==> src/rtl/core/ttar_pkg.sv <==
// Package for the tag table age replacement unit: defaults, controller states and command types.
package ttar_pkg;

  localparam int unsigned EntriesDef = 16;
  localparam int unsigned KeyBitsDef = 64;
  localparam int unsigned AgeBitsDef = 16;

  localparam int unsigned KeyPortW  = 64;
  localparam int unsigned SlotPortW = 4;

  typedef enum logic {
    ActLookup = 1'b0,
    ActInsert = 1'b1
  } action_e;

  typedef enum logic [2:0] {
    StIdle,
    StScan,
    StScanWait,
    StDecide,
    StAge,
    StAgeWait,
    StDone
  } ctrl_state_e;

  typedef struct packed {
    logic start;     // latch request, clear scan index and trackers
    logic age_start; // clear scan index for the aging pass
    logic rd_en;     // read entry at scan index, advance index
    logic age;       // issued read belongs to the aging pass
    logic commit;    // mark the chosen slot valid
    logic load_out;  // load result into the output register
  } ttar_cmd_t;

  typedef struct packed {
    logic last_rd;   // scan index is at the final entry
    logic insert;    // latched request is an insert
    logic found;     // insert has a usable slot
    logic out_free;  // output register can take a result
  } ttar_stat_t;

endpackage

==> src/rtl/core/ttar_ctrl.sv <==
// Controller state machine that sequences the scan and aging passes.
module ttar_ctrl (
  input  logic                clk_i,
  input  logic                rst_ni,
  input  logic                in_valid_i,
  output logic                in_ready_o,
  input  ttar_pkg::ttar_stat_t stat_i,
  output ttar_pkg::ttar_cmd_t  cmd_o
);
  import ttar_pkg::*;

  ctrl_state_e state_q, state_d;

  always_ff @(posedge clk_i or negedge rst_ni) begin
    if (!rst_ni) begin
      state_q <= StIdle;
    end else begin
      state_q <= state_d;
    end
  end

  always_comb begin
    state_d = state_q;
    case (state_q)
      StIdle: begin
        if (in_valid_i) state_d = StScan;
      end
      StScan: begin
        if (stat_i.last_rd) state_d = StScanWait;
      end
      StScanWait: state_d = StDecide;
      StDecide: begin
        if (stat_i.insert && stat_i.found) state_d = StAge;
        else state_d = StDone;
      end
      StAge: begin
        if (stat_i.last_rd) state_d = StAgeWait;
      end
      StAgeWait: state_d = StDone;
      StDone: begin
        if (stat_i.out_free) state_d = StIdle;
      end
      default: state_d = StIdle;
    endcase
  end

  always_comb begin
    cmd_o      = '0;
    in_ready_o = 1'b0;
    case (state_q)
      StIdle: begin
        in_ready_o  = 1'b1;
        cmd_o.start = in_valid_i;
      end
      StScan: cmd_o.rd_en = 1'b1;
      StDecide: cmd_o.age_start = stat_i.insert && stat_i.found;
      StAge: begin
        cmd_o.rd_en = 1'b1;
        cmd_o.age   = 1'b1;
      end
      StAgeWait: cmd_o.commit = 1'b1;
      StDone: cmd_o.load_out = stat_i.out_free;
      default: ;
    endcase
  end

endmodule

==> src/rtl/core/ttar_dp.sv <==
// Datapath: entry memory, valid bits, scan pipeline, victim trackers and output register.
module ttar_dp #(
  parameter int unsigned Entries = ttar_pkg::EntriesDef,
  parameter int unsigned KeyBits = ttar_pkg::KeyBitsDef,
  parameter int unsigned AgeBits = ttar_pkg::AgeBitsDef
) (
  input  logic                              clk_i,
  input  logic                              rst_ni,
  input  logic                              action_i,
  input  logic [ttar_pkg::KeyPortW-1:0]     key_i,
  input  ttar_pkg::ttar_cmd_t               cmd_i,
  output ttar_pkg::ttar_stat_t              stat_o,
  output logic                              out_valid_o,
  input  logic                              out_ready_i,
  output logic                              hit_o,
  output logic [ttar_pkg::SlotPortW-1:0]    slot_o,
  output logic                              failed_o
);
  import ttar_pkg::*;

  localparam int unsigned IdxW  = (Entries > 1) ? $clog2(Entries) : 1;
  localparam int unsigned WordW = KeyBits + AgeBits;

  // entry memory word: {key, age}
  logic [WordW-1:0]   mem [Entries];
  logic [Entries-1:0] valid_q;

  logic [IdxW-1:0]    rd_idx_q;
  logic [WordW-1:0]   rdata_q;
  logic [IdxW-1:0]    cidx_q;
  logic               cvld_q;
  logic               cage_q;

  logic               action_q;
  logic [KeyBits-1:0] key_q;

  logic               hit_q;
  logic [IdxW-1:0]    hit_slot_q;
  logic               empty_q;
  logic [AgeBits-1:0] best_q;
  logic [IdxW-1:0]    pick_q;

  logic               out_valid_q;
  logic               hit_out_q;
  logic [IdxW-1:0]    slot_out_q;
  logic               failed_out_q;

  logic [KeyBits-1:0] c_key;
  logic [AgeBits-1:0] c_age;
  logic               c_vld;
  logic               found;
  logic               we;
  logic [WordW-1:0]   wdata;
  logic [IdxW+SlotPortW-1:0] slot_ext;

  assign c_key = rdata_q[WordW-1:AgeBits];
  assign c_age = rdata_q[AgeBits-1:0];
  assign c_vld = valid_q[cidx_q];
  assign found = empty_q || (best_q != '0);

  assign stat_o.last_rd  = (rd_idx_q == IdxW'(Entries - 1));
  assign stat_o.insert   = (action_q == ActInsert);
  assign stat_o.found    = found;
  assign stat_o.out_free = !out_valid_q || out_ready_i;

  // aging pass: refill the chosen slot, age every other valid entry short of saturation
  always_comb begin
    we    = 1'b0;
    wdata = rdata_q;
    if (cvld_q && cage_q) begin
      if (cidx_q == pick_q) begin
        we    = 1'b1;
        wdata = {key_q, {AgeBits{1'b0}}};
      end else if (c_vld && (c_age != {AgeBits{1'b1}})) begin
        we    = 1'b1;
        wdata = {c_key, c_age + AgeBits'(1)};
      end
    end
  end

  always_ff @(posedge clk_i) begin
    if (we) mem[cidx_q] <= wdata;
    if (cmd_i.rd_en) rdata_q <= mem[rd_idx_q];
  end

  always_ff @(posedge clk_i or negedge rst_ni) begin
    if (!rst_ni) begin
      valid_q  <= '0;
      rd_idx_q <= '0;
      cvld_q   <= 1'b0;
      cage_q   <= 1'b0;
    end else begin
      cvld_q <= cmd_i.rd_en;
      cage_q <= cmd_i.age;
      if (cmd_i.start || cmd_i.age_start) begin
        rd_idx_q <= '0;
      end else if (cmd_i.rd_en && !stat_o.last_rd) begin
        rd_idx_q <= rd_idx_q + IdxW'(1);
      end
      if (cmd_i.commit) valid_q[pick_q] <= 1'b1;
    end
  end

  always_ff @(posedge clk_i) begin
    cidx_q <= rd_idx_q;
  end

  // request latch and scan trackers
  always_ff @(posedge clk_i or negedge rst_ni) begin
    if (!rst_ni) begin
      action_q   <= ActLookup;
      key_q      <= '0;
      hit_q      <= 1'b0;
      hit_slot_q <= '0;
      empty_q    <= 1'b0;
      best_q     <= '0;
      pick_q     <= '0;
    end else if (cmd_i.start) begin
      action_q   <= action_i;
      key_q      <= key_i[KeyBits-1:0];
      hit_q      <= 1'b0;
      hit_slot_q <= '0;
      empty_q    <= 1'b0;
      best_q     <= '0;
      pick_q     <= '0;
    end else if (cvld_q && !cage_q) begin
      if (action_q == ActLookup) begin
        if (c_vld && (c_key == key_q) && !hit_q) begin
          hit_q      <= 1'b1;
          hit_slot_q <= cidx_q;
        end
      end else if (!empty_q) begin
        // lowest empty slot wins; else the first slot of greatest age
        if (!c_vld) begin
          empty_q <= 1'b1;
          pick_q  <= cidx_q;
        end else if (c_age > best_q) begin
          best_q <= c_age;
          pick_q <= cidx_q;
        end
      end
    end
  end

  // output register
  always_ff @(posedge clk_i or negedge rst_ni) begin
    if (!rst_ni) begin
      out_valid_q <= 1'b0;
    end else if (cmd_i.load_out) begin
      out_valid_q <= 1'b1;
    end else if (out_ready_i) begin
      out_valid_q <= 1'b0;
    end
  end

  always_ff @(posedge clk_i) begin
    if (cmd_i.load_out) begin
      if (action_q == ActLookup) begin
        hit_out_q    <= hit_q;
        slot_out_q   <= hit_q ? hit_slot_q : '0;
        failed_out_q <= 1'b0;
      end else begin
        hit_out_q    <= 1'b0;
        slot_out_q   <= found ? pick_q : '0;
        failed_out_q <= !found;
      end
    end
  end

  assign slot_ext    = {{SlotPortW{1'b0}}, slot_out_q};
  assign out_valid_o = out_valid_q;
  assign hit_o       = hit_out_q;
  assign slot_o      = slot_ext[SlotPortW-1:0];
  assign failed_o    = failed_out_q;

endmodule

==> src/rtl/core/tag_table_age_replacement_unit.sv <==
// Top level of the tag table age replacement unit.
// Fully associative table of Entries slots, each with a valid bit, a key and a saturating
// age. One transaction at a time: a lookup scans every slot once and reports the lowest
// valid match. An insert scans once to choose the lowest empty slot or else the first
// slot of greatest nonzero age, then makes a second pass that writes the new key with age
// zero and ages every other valid slot. Both passes use the single read port of the entry
// memory, visited one slot per cycle, and a finished transaction waits while an unread
// earlier result holds the output register. An insert into a full table whose ages are
// all zero fails and leaves the table unchanged. A finished result waits in an output
// register, so the next request is taken while it is still unread. Reset empties the
// table at once; no clearing pass is needed.
module tag_table_age_replacement_unit #(
  parameter int unsigned Entries = ttar_pkg::EntriesDef,
  parameter int unsigned KeyBits = ttar_pkg::KeyBitsDef,
  parameter int unsigned AgeBits = ttar_pkg::AgeBitsDef
) (
  input  logic                           clk_i,
  input  logic                           rst_ni,
  input  logic                           in_valid_i,
  output logic                           in_ready_o,
  input  logic                           action_i,
  input  logic [ttar_pkg::KeyPortW-1:0]  key_i,
  output logic                           out_valid_o,
  input  logic                           out_ready_i,
  output logic                           hit_o,
  output logic [ttar_pkg::SlotPortW-1:0] slot_o,
  output logic                           failed_o
);
  import ttar_pkg::*;

  ttar_cmd_t  cmd;
  ttar_stat_t stat;

  ttar_ctrl u_ctrl (
    .clk_i      (clk_i),
    .rst_ni     (rst_ni),
    .in_valid_i (in_valid_i),
    .in_ready_o (in_ready_o),
    .stat_i     (stat),
    .cmd_o      (cmd)
  );

  ttar_dp #(
    .Entries (Entries),
    .KeyBits (KeyBits),
    .AgeBits (AgeBits)
  ) u_dp (
    .clk_i       (clk_i),
    .rst_ni      (rst_ni),
    .action_i    (action_i),
    .key_i       (key_i),
    .cmd_i       (cmd),
    .stat_o      (stat),
    .out_valid_o (out_valid_o),
    .out_ready_i (out_ready_i),
    .hit_o       (hit_o),
    .slot_o      (slot_o),
    .failed_o    (failed_o)
  );

`ifndef SYNTHESIS
  // a hit and a failure never come together
  assert property (@(posedge clk_i) disable iff (!rst_ni)
    out_valid_o |-> !(hit_o && failed_o))
    else $error("hit and failed both set");

  // a failed insert reports slot zero
  assert property (@(posedge clk_i) disable iff (!rst_ni)
    (out_valid_o && failed_o) |-> (slot_o == '0))
    else $error("failed insert with nonzero slot");

  // an accepted transaction keeps the block busy on the next cycle
  assert property (@(posedge clk_i) disable iff (!rst_ni)
    (in_valid_i && in_ready_o) |=> !in_ready_o)
    else $error("ready right after acceptance");

  // the scan only issues reads while a transaction is in flight
  assert property (@(posedge clk_i) disable iff (!rst_ni)
    cmd.rd_en |-> !in_ready_o)
    else $error("entry read while idle");
`endif

endmodule
==> config.mk <==
export PLATFORM = sky130hd
export DESIGN_NAME = tag_table_age_replacement_unit
export DESIGN_NICKNAME = d
export VERILOG_FILES = /design/src/rtl/core/ttar_pkg.sv /design/src/rtl/core/ttar_ctrl.sv /design/src/rtl/core/ttar_dp.sv /design/src/rtl/core/tag_table_age_replacement_unit.sv
export SDC_FILE = /design/constraint.sdc
export NUM_CORES = 2
export LEC_CHECK = 0
export BUFFER_PORTS_ARGS = -buffer_cell sky130_fd_sc_hd__clkbuf_2
export CAP_MARGIN = 5
export CORE_MARGIN = 2
export CORE_UTILIZATION = 60
export CTS_CLUSTER_DIAMETER = 50
export DETAILED_ROUTE_END_ITERATION = 8
export HOLD_SLACK_MARGIN = 0.1
export MAX_ROUTING_LAYER = met4
export PLACE_DENSITY = 0.81
export SLEW_MARGIN = 25
export SYNTH_ARGS = -nofsm -noshare
export SYNTH_HDL_FRONTEND = slang
export SYNTH_SLANG_ARGS = --single-unit
==> constraint.sdc <==
create_clock -name clk_i -period 12.1 [get_ports clk_i]
set_input_delay 1.21 -clock clk_i [delete_from_list [all_inputs] [get_ports clk_i]]
set_output_delay 1.21 -clock clk_i [all_outputs]
set_load 0.01 [all_outputs]
## Word level (Yosys, flattened, before mapping)

Memory sizes are Yosys's and may differ from the RTL's. A register that Yosys moved wholly into a read port is not among the register bits.
Index checks and enable logic that the tools add are counted.

| cells by class | value |
|---|---|
| equal/unequal tests | 17 |
| reduce and logical (&&, ||, !) cells | 31 |
| add/sub/neg operators | 2 |
| multiplexer cells | 57 |
| order comparisons | 4 |
| bitwise gates (word level) | 1 |

Operators with widths:

| cell | number |
|---|---|
| $mux W80 | 2 |
| $mux W16 | 7 |
| $eq A64 B64 Y1 | 1 |
| $mux W4 | 15 |
| $mux W1 | 25 |
| $pmux W3 S7 | 1 |
| $add A16 B1 Y16 const B | 1 |
| $gt A16 B16 Y1 | 1 |
| $ne A16 B16 Y1 const B | 1 |
| $or A16 B16 Y16 | 1 |
| $reduce_bool A16 Y1 | 1 |
| $reduce_bool A2 Y1 | 7 |
| $mux W3 | 4 |
| $lt A4 B5 Y1 const B | 2 |
| $ne A2 B1 Y1 const B | 5 |
| $eq A3 B3 Y1 const B | 3 |
| $logic_and A1 B1 Y1 | 8 |
| $reduce_and A4 Y1 | 2 |
| $eq A3 B2 Y1 const B | 2 |
| $logic_not A1 Y1 | 5 |
| $reduce_and A5 Y1 | 1 |
| $add A4 B1 Y4 const B | 1 |
| $bmux W1 S4 | 1 |
| $demux W1 S4 | 1 |
| other kinds (12) | 14 |

| storage, ports and cells | value |
|---|---|
| memory bits (writable) | 1280 |
| register bits after elaboration | 127 |
| memories kept | 1 |
| bits of input ports | 69 |

Memory list:

| memory | words | bits a word | read ports | clocked after Yosys merged registers in | wr ports | line | RTL |
|---|---|---|---|---|---|---|---|
| u_dp.mem | 16 | 80 | 1 | 1 | 1 | ttar_dp.sv:25 | `logic [WordW-1:0] mem [Entries];` |

## Longest topological paths before layout

| depth | value |
|---|---|
| depth in word-level cells | 8 |
| gate-level depth with buffers | 10 |

## Cells and area by module

Synthesis repeated with hierarchy kept, for this count alone.

| second synthesis, totals | value |
|---|---|
| cells, all modules | 2581 |
| area, all modules | 57941.8 µm² |

By module, submodules not included:

| module | area an instance (µm²) | sequential area each (µm²) | times used | cells each |
|---|---|---|---|---|
| ttar_dp | 57692.8 | 43952.2 | 1 | 2551 |
| ttar_ctrl | 249.0 | 75.1 | 1 | 30 |

## Worst setup path after synthesis

OpenSTA, ideal clock, no wires.

| timing path | value |
|---|---|
| path type | register to register |
| start point | register u_dp.cidx_q[1] |
| end point | memory u_dp.mem[3][0] in the netlist's numbering, enable pin |
| arrival | 7.157 ns |
| required time | 11.484 ns |
| stages on the path, launching flop included | 8 |
| buffers on the path | 2 |
| setup slack | 4.327 ns |
| cell sequence | dfxtp_1 -> buf_2 -> mux4_2 -> mux2i_1 -> buf_2 -> a21bo_2 -> nand4_1 -> nor3_1 |

| between the ends | value |
|---|---|
| cells in the longest elaborated chain, start to end | 8 |
| elaborated cells between the ends (all ways) | 9 |

RTL lines:

| element | line | RTL |
|---|---|---|
| start: declaration | ttar_dp.sv:30 | `logic [IdxW-1:0] cidx_q;` |
| start signal: assignment | ttar_dp.sv:105 | `cidx_q <= rd_idx_q;` |
| $bmux W1 S4 | ttar_dp.sv:58 | `assign c_vld = valid_q[cidx_q];` |
| $mux W1 (implied by the code) | ttar_dp.sv:58 |  |
| $logic_and A1 B1 Y1 | ttar_dp.sv:74 | `end else if (c_vld && (c_age != {AgeBits{1'b1}})) begin` |
| $mux W1 | ttar_dp.sv:74 |  |
| $mux W1 | ttar_dp.sv:71 | `if (cidx_q == pick_q) begin` |
| $mux W1 | ttar_dp.sv:70 | `if (cvld_q && cage_q) begin` |
| $mux W1 | ttar_dp.sv:82 | `if (we) mem[cidx_q] <= wdata;` |
| $mux W1 (implied by the code) | ttar_dp.sv:82 |  |
| end: declaration | ttar_dp.sv:25 |  |

Parallel ways exist; a longest one is shown, timed or not. The select of a mux whose other input is x is not followed.

## Worst setup path in the final report

| timing path | value |
|---|---|
| start point | register u_dp.cidx_q[3] |
| end point | memory u_dp.mem[1][68] in the netlist's numbering, enable pin |

Same word-level chain as after synthesis.

==> metrics <==
TritonCTS Buffers 150; clk buf depth 3; quantity of I/O buffers inserted on ports 76; total wirelength of the detailed-routed design 147000 µm; DRC Markers 0; WHS 0.469 ns; leakage power of the design 20.6 nW; Synth Flop Type edfxtp_1; Critical Setup Path Class flop to flop; final-report hold violation count 0; max-cap violations 0; Worst Reg-to-Reg Cells 9; Starting Density 0.607; endpoint arrival time on the critical path 5.96 ns; initial antenna violation count 5; Final #Nets 2822; GR Util met2 0.488; register bit total from synthesis 1487; Worst path top cell family by delay buffers and inverters; clock tree skew after final layout 0.0515 ns; number of vias after detailed routing 28900; RSZ-0062 raised after global routing false; Worst IR Drop VDD 0.164 mV; required time of the critical path 12.48 ns; height of the chip 315 µm; sinks on the clock net 1487; minimum setup slack in the final design 6.51 ns; register-to-register setup slack 6.51 ns; Post-CTS Setup Repair Bufs 0; floorplan core area 95300 µm²; worst min-delay path category flop to flop; Die X 315 µm; met3 GRT Util 0.0572; Die Footprint 98900 µm²; number of global-route vias before repair 29700; 1st-pass router iterations 5; standard-cell row count 113; element type at the critical path start flop; GR met1 Demand/Resource 0.396; hold worst-path end u_dp.valid_q[13]; remaining antenna violation count after routing 0; crit-path most repeated cell buf_4; clock slew seen by the registers of the worst setup and hold paths 0.06 ns; global routing's busiest layer met2; maximum frequency from static timing analysis 0.179 GHz; Cell Area, Synth 57900 µm²; setup violation total in the final timing report 0; Avg Cell Area, Syn 22.5 µm²; P per Cell Area 245 nW/µm²; number of hold-repair buffers added at the cts stage 0; number of levels in the clock H-tree 4; wire length of the first global-routing pass 208000 µm; setup TNS 0 ns; fraction of synthesis flops using an asynchronous set or reset pin 0.0787; library cell used as clock root buffer clkbuf_16; count of mapped cells out of synthesis 2575; share of the cycle needed by the critical path after routing 0.462; Worst Setup End Kind flop; Max stage delay on crit path 0.97 ns; launch instance of the worst register-to-register path u_dp.cidx_q[3]; Post-synth EDFFs 1366; status complete, no violations; drt initial violations 4660; TritonCTS clock tree yes; average vias per placed instance 7.00; hold depth 1; share of post-route cells with drive strength above 1 0.324; post-synthesis net count 2662; destination of the worst register-to-register timing path u_dp.mem[1][68]; area overhead of the layout relative to synthesis 12.3%; start point of the worst hold path u_dp.valid_q[13]; worst setup timing slack at the placement stage 6.72 ns; I/O pin cnt 77; buffers plus inverters on the worst setup path 3; average wire per standard cell 35.6 µm; Routability Congestion 0.900; GR Util All Layers 0.305; most frequent cells in the layout 1366 x edfxtp_1, 403 x mux4_2, 151 x clkbuf_16, 116 x mux2_2, 113 x dfrtp_1; leading cell type in the layout, fill and taps excluded edfxtp_1; register area share after synthesis 0.761; max-slew violations 0; number of cells upsized or downsized after cts 0; half-perimeter wire length of the detailed placement result 71900 µm; series of cell instances along the critical path mux2i_1 -> mux4_2 -> mux2i_1 -> buf_4 -> a21bo_2 -> nand4b_1 -> nor3_2 -> buf_4 -> buf_4; CP max stage cell nor3_2; biggest fanout along the worst timing path 46; time the final worst path needs with I/O delays and setup 5.59 ns; leftover overflow at the end of global routing 0; later-pin clock latency in the skew report 0.77 ns; largest net degree at the start of global routing 102; worst-margin pin slew 1.15 ns; number of warnings issued by yosys 0; number of distinct library cells after synthesis 55; Max-Slew Margin vs Limit 0.236
==> per-layer routing <==
layer | share of wire | up-vias
met1 | 0.36 | 15200
met2 | 0.50 | 2190
met3 | 0.095 | 347
li1 | - | 11100
met4 | 0.041 | 0
met5 | 0 | -
==> cells in the mapped netlist (5+ instances only) <==
cell,count,area share
inv_1,30,0.0019
nor3_1,9,0.00078
mux2_2,116,0.023
mux4_2,403,0.16
nor3b_1,6,0.00078
a31oi_1,6,0.00065
buf_2,18,0.0016
nor4_1,8,0.00087
xor2_1,20,0.0030
nand3_1,13,0.0011
nor2_1,42,0.0027
nand2b_1,20,0.0022
mux2i_1,7,0.0012
o21ai_0,27,0.0023
buf_1,24,0.0016
ha_1,18,0.0039
o21bai_1,8,0.0010
a21oi_1,17,0.0015
a22o_2,10,0.0017
a22o_1,11,0.0017
and3_1,8,0.00087
edfxtp_1,1366,0.71
dfrtp_1,117,0.051
xnor2_1,44,0.0067
nand4_1,30,0.0032
a21o_1,6,0.00078
nand2_1,37,0.0024
nor2b_1,16,0.0017
clkbuf_1,80,0.0052
and4_1,5,0.00076
==> where the power goes <==
part	switching [mW]	leakage [nW]	total (mW)	internal, mW
clock network	2.04	2.40	4.68	2.64
logic	2.30	4.43	4.03	1.72
registers	0.521	13.8	7.23	6.71
total	4.86	20.6	15.9	11.1
==> logic make-up after synthesis <==
| logic type | share of synthesized area |
|---|---|
| buffers and inverters | 0.0109 |
| AOI/OAI and AO/OA | 0.0143 |
| adders and majority gates | 0.00389 |
| DFF | 0.761 |
| and+or+nand+nor | 0.0194 |
| xor gates and xnor gates | 0.00969 |
| muxes | 0.181 |
==> flip-flops by register name, indices dropped and copies added, names as in the netlist, 3 cells and up <==
register and cells:
u_dp.mem 1280, u_dp.rdata_q 80, u_dp.key_q 64, u_dp.best_q 16
u_dp.valid_q 16, u_dp.cidx_q 4, u_dp.hit_slot_q 4, u_dp.pick_q 4
u_dp.rd_idx_q 4, u_dp.slot_o 4, u_ctrl.state_q 3
==> how the worst max path moves through the flow <==
stage / cells past startpoint / slack, ns / startpoint / to
final: 9 / 6.51 / u_dp.cidx_q[3] / u_dp.mem[1][68]
after global routing: 9 / 6.45 / u_dp.cidx_q[3] / u_dp.mem[1][72]
after CTS: 9 / 6.61 / u_dp.cidx_q[3] / u_dp.mem[1][72]
after detailed placement: 9 / 6.72 / u_dp.cidx_q[3] / u_dp.mem[1][71]
after global placement: 9 / 6.95 / u_dp.cidx_q[3] / u_dp.mem[1][71]
after floorplan: 7 / 4.33 / u_dp.cidx_q[1] / u_dp.mem[3][0]
==> metrics by stage <==
step           instances   util  instance area [µm²]  power, mW
6_report            4126  0.682                65000       15.9
2_1_floorplan       2575      -                57900       9.86
5_1_grt             4126  0.682                65000       16.4
3_5_place_dp        3843  0.628                59900       11.1
3_3_place_gp        3843  0.628                59900       10.9
4_1_cts             4117  0.680                64800       15.9
==> layout make-up <==
class,instances,area [µm²]
clock buffer,189,4000
tap,1265,1580
timing repair buffer,134,935
multi-input combinational,932,13400
sequential,1487,44000
fill,5391,30300
clock inverter,85,926
inverter,30,113
antenna,4,10.0
Power figures use the tool's default switching activity.
